<file path="src/hw/rtl/text_cell_cursor_renderer_macros.svh">
// ----------------------------------------------------------------------------
// text cell cursor renderer assertion macros
// concurrent check wrappers, compiled out for synthesis
// ----------------------------------------------------------------------------
`ifndef TEXT_CELL_CURSOR_RENDERER_MACROS_SVH
`define TEXT_CELL_CURSOR_RENDERER_MACROS_SVH

`ifndef SYNTHESIS

// antecedent implies consequent in the same cycle
`define TCCR_ASSERT_IMP(lbl, ante, cons) \
    lbl: assert property (@(posedge clk) disable iff (!rst_n) (ante) |-> (cons)) \
        else $error("tccr check failed");

// condition never holds
`define TCCR_ASSERT_NEVER(lbl, cond) \
    lbl: assert property (@(posedge clk) disable iff (!rst_n) !(cond)) \
        else $error("tccr check failed");

`else

`define TCCR_ASSERT_IMP(lbl, ante, cons)
`define TCCR_ASSERT_NEVER(lbl, cond)

`endif

`endif

</file>
<file path="src/hw/rtl/tccr_pkg.sv">
// ----------------------------------------------------------------------------
// tccr_pkg
// shared constants for the text cell cursor renderer
// ----------------------------------------------------------------------------
package tccr_pkg;

    // video ram window, a power of two
    localparam int VRAM_SPAN  = 2048;
    localparam int GLYPH_ROWS = 16;
    localparam int FONT_DEPTH = 4096;

    localparam int REL_W   = $clog2(VRAM_SPAN);
    localparam int FONT_AW = $clog2(FONT_DEPTH);

    // configuration register indexes
    localparam logic [2:0] CFG_RAM_OFFSET   = 3'd0;
    localparam logic [2:0] CFG_SCREEN_COLS  = 3'd1;
    localparam logic [2:0] CFG_SCREEN_ROWS  = 3'd2;
    localparam logic [2:0] CFG_CELL_WIDTH   = 3'd3;
    localparam logic [2:0] CFG_CELL_HEIGHT  = 3'd4;
    localparam logic [2:0] CFG_SCALE        = 3'd5;
    localparam logic [2:0] CFG_CURSOR_START = 3'd6;
    localparam logic [2:0] CFG_CURSOR_END   = 3'd7;

    // input item commands
    localparam logic CMD_LOAD   = 1'b0;
    localparam logic CMD_RENDER = 1'b1;

    localparam int IN_DATA_W  = 48;
    localparam int OUT_DATA_W = 80;

endpackage

</file>
<file path="src/hw/rtl/tccr_divider.sv">
// ----------------------------------------------------------------------------
// tccr_divider
// restoring divider, one quotient bit per cycle
// ----------------------------------------------------------------------------
module tccr_divider
(
    input  logic                      clk,
    input  logic                      rst_n,
    input  logic                      start,
    input  logic [tccr_pkg::REL_W-1:0] dividend,
    input  logic [7:0]                divisor,
    output logic                      done,
    output logic [tccr_pkg::REL_W-1:0] quotient,
    output logic [7:0]                remainder
);
    import tccr_pkg::*;

    localparam int CNT_W = $clog2(REL_W + 1);

    logic [CNT_W-1:0] cnt_reg;
    logic             done_reg;
    logic [REL_W-1:0] quo_reg;
    logic [7:0]       rem_reg;
    logic [8:0]       trial;
    logic [8:0]       diff;
    logic             ge;

    always_comb
    begin
        trial = {rem_reg, quo_reg[REL_W-1]};
        diff  = trial - {1'b0, divisor};
        ge    = trial >= {1'b0, divisor};
    end

    always_ff @(posedge clk or negedge rst_n)
    begin
        if (!rst_n)
        begin
            cnt_reg  <= '0;
            done_reg <= 1'b0;
        end
        else
        begin
            done_reg <= (cnt_reg == CNT_W'(1));
            if (start)
                cnt_reg <= CNT_W'(REL_W);
            else if (cnt_reg != '0)
                cnt_reg <= cnt_reg - CNT_W'(1);
        end
    end

    always_ff @(posedge clk)
    begin
        if (start)
        begin
            quo_reg <= dividend;
            rem_reg <= '0;
        end
        else if (cnt_reg != '0)
        begin
            rem_reg <= ge ? diff[7:0] : trial[7:0];
            quo_reg <= {quo_reg[REL_W-2:0], ge};
        end
    end

    assign done      = done_reg;
    assign quotient  = quo_reg;
    assign remainder = rem_reg;

endmodule

</file>
<file path="config.mk">
export PLATFORM = sky130hd
export DESIGN_NAME = tccr_divider
export DESIGN_NICKNAME = d
export VERILOG_FILES = /design/src/hw/rtl/text_cell_cursor_renderer_macros.svh /design/src/hw/rtl/tccr_pkg.sv /design/src/hw/rtl/tccr_divider.sv
export SDC_FILE = /design/constraint.sdc
export NUM_CORES = 1
export LEC_CHECK = 0
export ABC_AREA = 1
export BUFFER_PORTS_ARGS = -buffer_cell sky130_fd_sc_hd__buf_4
export CORE_AREA = 4 4 58 60
export CTS_CLUSTER_DIAMETER = 50
export DETAILED_ROUTE_END_ITERATION = 10
export DIE_AREA = 0 0 62 64
export PLACE_DENSITY = 0.84
export SYNTH_ARGS = -nofsm -noshare
export SYNTH_HDL_FRONTEND = slang
export SYNTH_SLANG_ARGS = --single-unit
</file>
<file path="constraint.sdc">
create_clock -name clk -period 4.1 [get_ports clk]
set_input_delay 1.025 -clock clk [delete_from_list [all_inputs] [get_ports clk]]
set_output_delay 1.025 -clock clk [all_outputs]
set_load 0.005 [all_outputs]
</file>
[Word-level counts from Yosys, hierarchy flattened]
Index checks and enable logic that the tools add are counted.
Storage, ports and cells
  bits of input ports: 22
  logic and storage cells: 15
  output and inout port bits: 20
  register bits after elaboration: 24
Operators by class
  multiplexer cells: 5
  eq/ne operators: 1
  add/subtract/negate cells: 2
  magnitude comparators: 1
  reduce and logical (&&, ||, !) cells: 2
Operators with widths (number)
  2-to-1 mux 11 bit: 2
  greater-or-equal comparator 9 x 8 -> 1 bit: 1
  2-to-1 mux 4 bit: 2
  2-to-1 mux 8 bit: 1
  subtractor 8 bit: 1
  == test 4 x 1 -> 1 bit, second input constant: 1
  nonzero test 4 bit: 1
  subtractor 4 x 1 -> 4 bit, second input constant: 1
  nonzero test 2 bit: 1

[Logic depth before layout (Yosys ltp)]
Gate-level depths: netlist (run 1).
  depth in word-level cells: 3
  depth in mapped cells: 12
  mapped depth without buffers: 12

[Worst setup path before layout (run 1)]
OpenSTA, ideal clock, no wires.
  path type: input to register
  start: input port divisor[0]
  end: register rem_reg[6], in the netlist remainder[6]
  stages: 10
  required time: 3987 ps
  path buffers: 0
  data arrival time: 2115 ps
  path slack: 1872 ps
  library setup time: 113 ps
  cell sequence: ha_1 > fa_1 > nor2_1 > nand2_1 > nand3_1 > nand2_1 > nand2_1 > nand2_1 > nand3_1 > nand2_1
On the way
  word-level cells in the longest chain between the ends: 2
Ends and longest elaborated chain
  start: declaration: line tccr_divider.sv:11  | input logic [7:0] divisor,
  subtractor 8 bit / greater-or-equal comparator 9 x 8 -> 1 bit (equally long branches): line tccr_divider.sv:31, tccr_divider.sv:32
  2-to-1 mux 8 bit *: line tccr_divider.sv:61  | rem_reg <= ge ? diff[7:0] : trial[7:0];
  end signal: assignment: line tccr_divider.sv:61
  end: declaration: line tccr_divider.sv:23  | logic [7:0] rem_reg;
Mark *: on every way between the ends. The rest lies on a longest branch, timed or not.
A chain may end at the register's enable or synchronous reset.

[Worst setup path after layout (run 1)]
  start: input port divisor[6]
  end: register rem_reg[5], in the netlist remainder[5]
On the way
  word-level cells in the longest chain between the ends: 2
Ends and longest elaborated chain
  greater-or-equal comparator 9 x 8 -> 1 bit: line tccr_divider.sv:32  | ge = trial >= {1'b0, divisor};
  2-to-1 mux 8 bit: line tccr_divider.sv:61
No other way between the ends.

==> flow_metrics.tcl, run 1 <==
set metrics [dict create \
    grt_usage 0.173 \
    clockBufferDepth 2 \
    ff2ff_setup_slack_ns 2.35 \
    path_common_cell "nand2_1" \
    drtPass1Iterations 4 \
    layout_min_cycle_time_ns 2.16 \
    synth.largest_area_cell "edfxtp_1" \
    dp_cells 271 \
    combPwrFrac 0.546 \
    syn_avg_cell_area_sq_um 7.73 \
    first_iter_violations 36 \
    slowest_delay_ns 0.35 \
    swShare 0.415 \
    start_util 0.526 \
    synth_most_common_cell "nand2_1" \
    synth_top_area_share 0.215 \
    grt_pass1_vias 1266 \
    synth_common_cells "nand2_1 (81), inv_1 (20), nand3_1 (14)" \
    internal_power_w 0.000597 \
    power.leakage_nw 1.04 \
    setup_viol 0 \
    fin_total_pwr_w 0.00102 \
    hp-class "reg -> reg" \
    vias 1322 \
    cts_made_buffers 3 \
    ys.flop_type "edfxtp_1" \
    drt-total-wl_um 3120 \
    crit_family "simple AND/OR/NAND/NOR gates" \
    p_per_area_nw_per_um2 535 \
    path_buf_inv 2 \
    place.gp.congestion 0.877 \
    fp.dieH_um 64 \
    yosys_warnings 0 \
    final_max_slew_viol_count 0 \
    die_area_sq_um 3970 \
    rows 20 \
    detail-route-antenna-nets 0 \
    rsz0062_at_grt "no" \
    grt_max_degree 15 \
    endpoint_kind "flip-flop" \
    synth_enable_flop_cells 11 \
    hold_viol 0 \
    skew_ns 0.000906 \
    worstMarginPinSlew_ns 0.433 \
    grt_antenna_before_repair 0 \
    drive_above_1_share 0.231 \
    final_cells 275 \
    die_x_um 62 \
    drc 0 \
    cts_tree "done" \
    cts_num_sinks 24 \
    core_area_sq_um 2930 \
    path_max_fanout 10 \
    largest_register_ffs 11 \
    cts_root_buffer "clkbuf_4" \
    antenna_cells 0 \
    relSlewSlack 0.711 \
    status "completed" \
    tns_ns 0 \
    synthCells 199 \
    h-tree-depth 1 \
    ir_drop_uv 429 \
    max_clock_freq_mhz 463 \
    worstPathCellList "buf_4 > inv_1 > ha_1 > nand2_1 > nand2_1 > nand2_1 > nand2_2 > a21oi_4 > nand2_4 > nand2_1 > nand3_1 > nand2_1" \
    critical_path_class "in -> reg" \
    wl_per_cell_um 11.3 \
    seq_area_frac_synth 0.400 \
    overflow 0 \
    synth_cell_type_count 29 \
    port-buffer-count 41 \
    hold_buffers 0 \
    critical_path_arrival_ns 2.42 \
    routed_via_density 4.81 \
    p_seq_frac 0.354 \
    crit_required_ns 4.36 \
    cts_setup_buffers 0 \
    postCtsResizedCells 0 \
    switchingPower_w 0.000423 \
    boundaryPins 42 \
    area_delta_synth_final_pct 23.9 \
    crit_path_top_delay_cell "ha_1" \
    async_reset_ff_frac 0.208 \
    clk_latency_ns 0.30 \
    ys_top_cells_by_area "edfxtp_1 (21%), nand2_1 (20%), dfxtp_1 (10%)" \
    syn-cell-area_sq_um 1540 \
    fin_crit_sh 0.527 \
    nFillCells 263 \
    clkTransAtPathRegs_ns 0.12 \
    drv_cap 0 \
    synth-seq-cells 24 \
    nNetsFinal 277 \
    p_clk_frac 0.100 \
    dp_hpwl_um 2430 \
    startpoint_type "input pin" \
    synth_nets 233 \
    grt_first_pass_wirelength_um 5380 \
]
==> cells in the final DEF (no fill, tap or decap) <==
cell / count
nand2_1: 81
buf_4: 41
inv_1: 20
nand3_1: 14
ha_1: 11
edfxtp_1: 11
nor2_1: 10
dfxtp_1: 8
nand3b_1: 7
dfrtp_1: 5
xor2_1: 4
inv_2: 3
a21oi_1: 3
clkbuf_4: 3
clkinv_1: 2
nand2_2: 2
nand2_4: 2
nor3_1: 2
or2_1: 1
nand3_2: 1
nor3_2: 1
a21oi_4: 1
a31oi_1: 1
nor3b_1: 1
nor2_2: 1
nor2_8: 1
a22oi_1: 1
nand4_1: 1
xnor2_1: 1
fa_1: 1
clkbuf_1: 1
==> kinds of logic (layout without fill, tap and decap cells) <==
group | Yosys count | count (layout) | share of synthesized area
xor+xnor | 5 | 5 | 0.0285
buf+inv | 27 | 70 | 0.0659
fa+ha+maj | 12 | 12 | 0.102
flops | 24 | 24 | 0.400
compound gates | 6 | 6 | 0.0293
simple gates | 125 | 125 | 0.374
==> routing by layer <==
layer,wire [um],part of all wire,vias up,track usage
li1,-,-,715,-
met1,1510,0.49,575,0.249
met2,1400,0.45,30,0.264
met3,189,0.061,2,0.0444
met4,13,0.0042,0,0.0239
met5,0,0,-,0
==> power by group through the flow <==
| stage | Sequential, W | Clock [W] | Combinational, W |
|---|---|---|---|
| after global routing | 0.000371 | 0.000117 | 0.000630 |
| after detailed placement | 0.000365 | 0 | 0.000555 |
| after global placement | 0.000367 | 0 | 0.000545 |
| after CTS | 0.000361 | 0.000106 | 0.000558 |
| after floorplan | 0.000359 | 0 | 0.000386 |
| final | 0.000360 | 0.000102 | 0.000557 |
==> cell type report <==
class                           instances  area, sq um  area share
Multi-Input combinational cell        148          822       0.431
Tap cell                               33         41.3      0.0217
Timing Repair Buffer                   41          308       0.161
Inverter                               25         93.8      0.0492
Sequential cell                        24          616       0.323
Clock buffer                            4         26.3      0.0138
==> stage by stage <==
step | instance area (sq um) | setup WS, ns | hold WS, ns | util
floorplan | 1540 | 1.87 | 0.451 | -
detailed placement | 1880 | 1.62 | 0.470 | 0.642
global placement | 1880 | 1.63 | 0.465 | 0.642
finish | 1910 | 1.94 | 0.481 | 0.651
global route | 1910 | 1.82 | 0.476 | 0.651
CTS | 1910 | 1.95 | 0.485 | 0.651
==> final timing paths <==
kind	from	to	cells past startpoint
worst max-delay path	divisor[6]	remainder[5]$_SDFFE_PP0P_	12
worst min-delay path	cnt_reg[3]$_DFFE_PN0P_	done$_DFF_PN0_	1
worst max register to register	quotient[10]$_DFFE_PP_	remainder[6]$_SDFFE_PP0P_	11
worst min register to register	cnt_reg[3]$_DFFE_PN0P_	done$_DFF_PN0_	1
max in group asynchronous	rst_n	cnt_reg[1]$_DFFE_PN0P_	1
min in group asynchronous	rst_n	cnt_reg[2]$_DFFE_PN0P_	1
(Power assumes the default switching activity.)
==> inputs of run 2 (changes only) <==
- CORE_AREA: 4 4 58 60 -> 4 4 63 65
- DIE_AREA: 0 0 62 64 -> 0 0 67 69
- PLACE_DENSITY: 0.84 -> 0.75
- clock period: 4.1 -> 1.96 ns (I/O delays scaled with it)
==> run 2 against run 1 <==
Worst hold slack worse by 0.040 ns. Combinational power up 110%. Utilization down 7.2 points. Critical path type is now reg -> reg.
==> flow_metrics.tcl, run 2 (synthesized netlist as in run 1, its figures left out) <==
set metrics [dict create \
    hold_start "dividend[9]" \
    worstPathCellList "ha_1 > nand2_1 > nand2_1 > nand2_1 > nand2_2 > a21oi_4 > nand2_4 > nand2_1 > nand3_1 > nand2_1" \
    wl_per_cell_um 11.5 \
    grt_first_pass_wirelength_um 5660 \
    tns_ns 0 \
    crit_path_top_delay_cell "dfxtp_1" \
    first_iter_violations 67 \
    whs_path_depth 3 \
    cts_tree "done" \
    power.leakage_nw 1.04 \
    nNetsFinal 278 \
    core_area_sq_um 3340 \
    area_delta_synth_final_pct 25.6 \
    critical_path_arrival_ns 1.99 \
    crit_required_ns 2.22 \
    fin_crit_sh 0.879 \
    path_max_fanout 10 \
    startpoint_type "flip-flop" \
    largest_register_ffs 11 \
    p_per_area_nw_per_um2 1110 \
    vias 1350 \
    reg2reg_to "remainder[5]$_SDFFE_PP0P_" \
    place.gp.congestion 0.874 \
    die_x_um 67 \
    clockBufferDepth 2 \
    skew_ns 0.00331 \
    fp.dieH_um 69 \
    ir_drop_uv 528 \
    start_util 0.461 \
    drt-total-wl_um 3320 \
    cts_root_buffer "clkbuf_4" \
    grt_antenna_before_repair 0 \
    die_area_sq_um 4620 \
    path_buf_inv 0 \
    status "completed" \
    grt_max_degree 15 \
    max_clock_freq_mhz 580 \
    crit_family "simple AND/OR/NAND/NOR gates" \
    cts_made_buffers 3 \
    clkTransAtPathRegs_ns 0.13 \
    slowest_delay_ns 0.44 \
    overflow 0 \
    relSlewSlack 0.713 \
    mostFrequentLayoutCell "nand2_1" \
    port-buffer-count 41 \
    dp_hpwl_um 2610 \
    detail-route-antenna-nets 0 \
    drc 0 \
    drive_above_1_share 0.230 \
    hold_viol 0 \
    boundaryPins 42 \
    cts_setup_buffers 0 \
    hp-class "in -> reg" \
    antenna_cells 0 \
    routed_via_density 4.67 \
    min_to "quotient[9]$_DFFE_PP_" \
    reg2reg_from "remainder[5]$_SDFFE_PP0P_" \
    layout_min_cycle_time_ns 1.72 \
    grt_usage 0.152 \
    crit_start "remainder[5]$_SDFFE_PP0P_" \
    grt_pass1_vias 1259 \
    r2r_cells 10 \
    final_cell_mix "nand2_1 (81), buf_4 (41), inv_1 (20), nand3_1 (14)" \
    timing.hold.ws_ns 0.442 \
    cts_num_sinks 24 \
    final_cells 289 \
    clk_latency_ns 0.31 \
    worstMarginPinSlew_ns 0.431 \
    ff2ff_setup_slack_ns 0.24 \
    endpoint_kind "flip-flop" \
    setup_viol 0 \
    drv_cap 0 \
    path_common_cell "nand2_1" \
    rows 21 \
    drtPass1Iterations 4 \
    dp_cells 284 \
    h-tree-depth 1 \
    final_max_slew_viol_count 0 \
    rsz0062_at_grt "no" \
    critical_path_class "reg -> reg" \
]
## run 2: cell types whose count changed in the layout (fill, tap and decap cells not counted)
| cell | before | now |
|---|---|---|
| dlygate4sd3_1 | 0 | 1 |
## run 2: worst max-delay path by stage
stage                                      endpoint  cells after the start
after floorplan           remainder[6]$_SDFFE_PP0P_                     10
after global placement    remainder[5]$_SDFFE_PP0P_                     12
after detailed placement  remainder[5]$_SDFFE_PP0P_                     12
after CTS                 remainder[5]$_SDFFE_PP0P_                     10
after global routing         cnt_reg[0]$_DFFE_PN0P_                      7
final                     remainder[5]$_SDFFE_PP0P_                     10
## run 2: worst register-to-register path, stage by stage, from the launching register on
cell,delay [ns]
dfxtp_1,0.44
ha_1,0.31
nand2_1,0.08
nand2_1,0.06
nand2_1,0.07
nand2_2,0.06
a21oi_4,0.29
nand2_4,0.13
nand2_1,0.09
nand3_1,0.08
nand2_1,0.07
## run 2: per-layer routing
metal | vias up | global-route usage | share of wire | routed length, um
li1 | 720 | - | - | -
met1 | 584 | 0.213 | 0.46 | 1530
met2 | 42 | 0.237 | 0.47 | 1560
met3 | 4 | 0.0292 | 0.059 | 195
met4 | 0 | 0.0383 | 0.012 | 39
met5 | - | 0 | 0 | 0
## run 2: final cells by class
type / count / area, sq um
multi-input cells: 148 / 822
fillers: 344 / 1400
well taps: 46 / 57.6
clock buffers: 4 / 26.3
flip-flops and latches: 24 / 616
inverters: 25 / 93.8
repair buffers: 42 / 318
## run 2: metrics by stage
stage | utilization | instance area [sq um] | total power [W] | worst slack, ns
2_1_floorplan | - | 1540 | 0.00156 | 0.267
3_3_place_gp | 0.568 | 1900 | 0.00192 | 0.0204
3_5_place_dp | 0.568 | 1900 | 0.00193 | 0.0316
4_1_cts | 0.579 | 1930 | 0.00215 | 0.241
5_1_grt | 0.579 | 1930 | 0.00235 | 0.0611
6_report | 0.579 | 1930 | 0.00214 | 0.237
## run 2: repair_timing
action	4_1_cts	5_1_grt
gates resized for setup	0	0
hold buffers	1	0
endpoints found under the hold margin	5	0
## run 2: power by group
part	switching, W	leakage (nW)	internal [W]	total, W
sequential	0.000117	0.244	0.000645	0.000762
clock	0.000142	0.0150	0.0000794	0.000221
combinational	0.000630	0.784	0.000523	0.00115
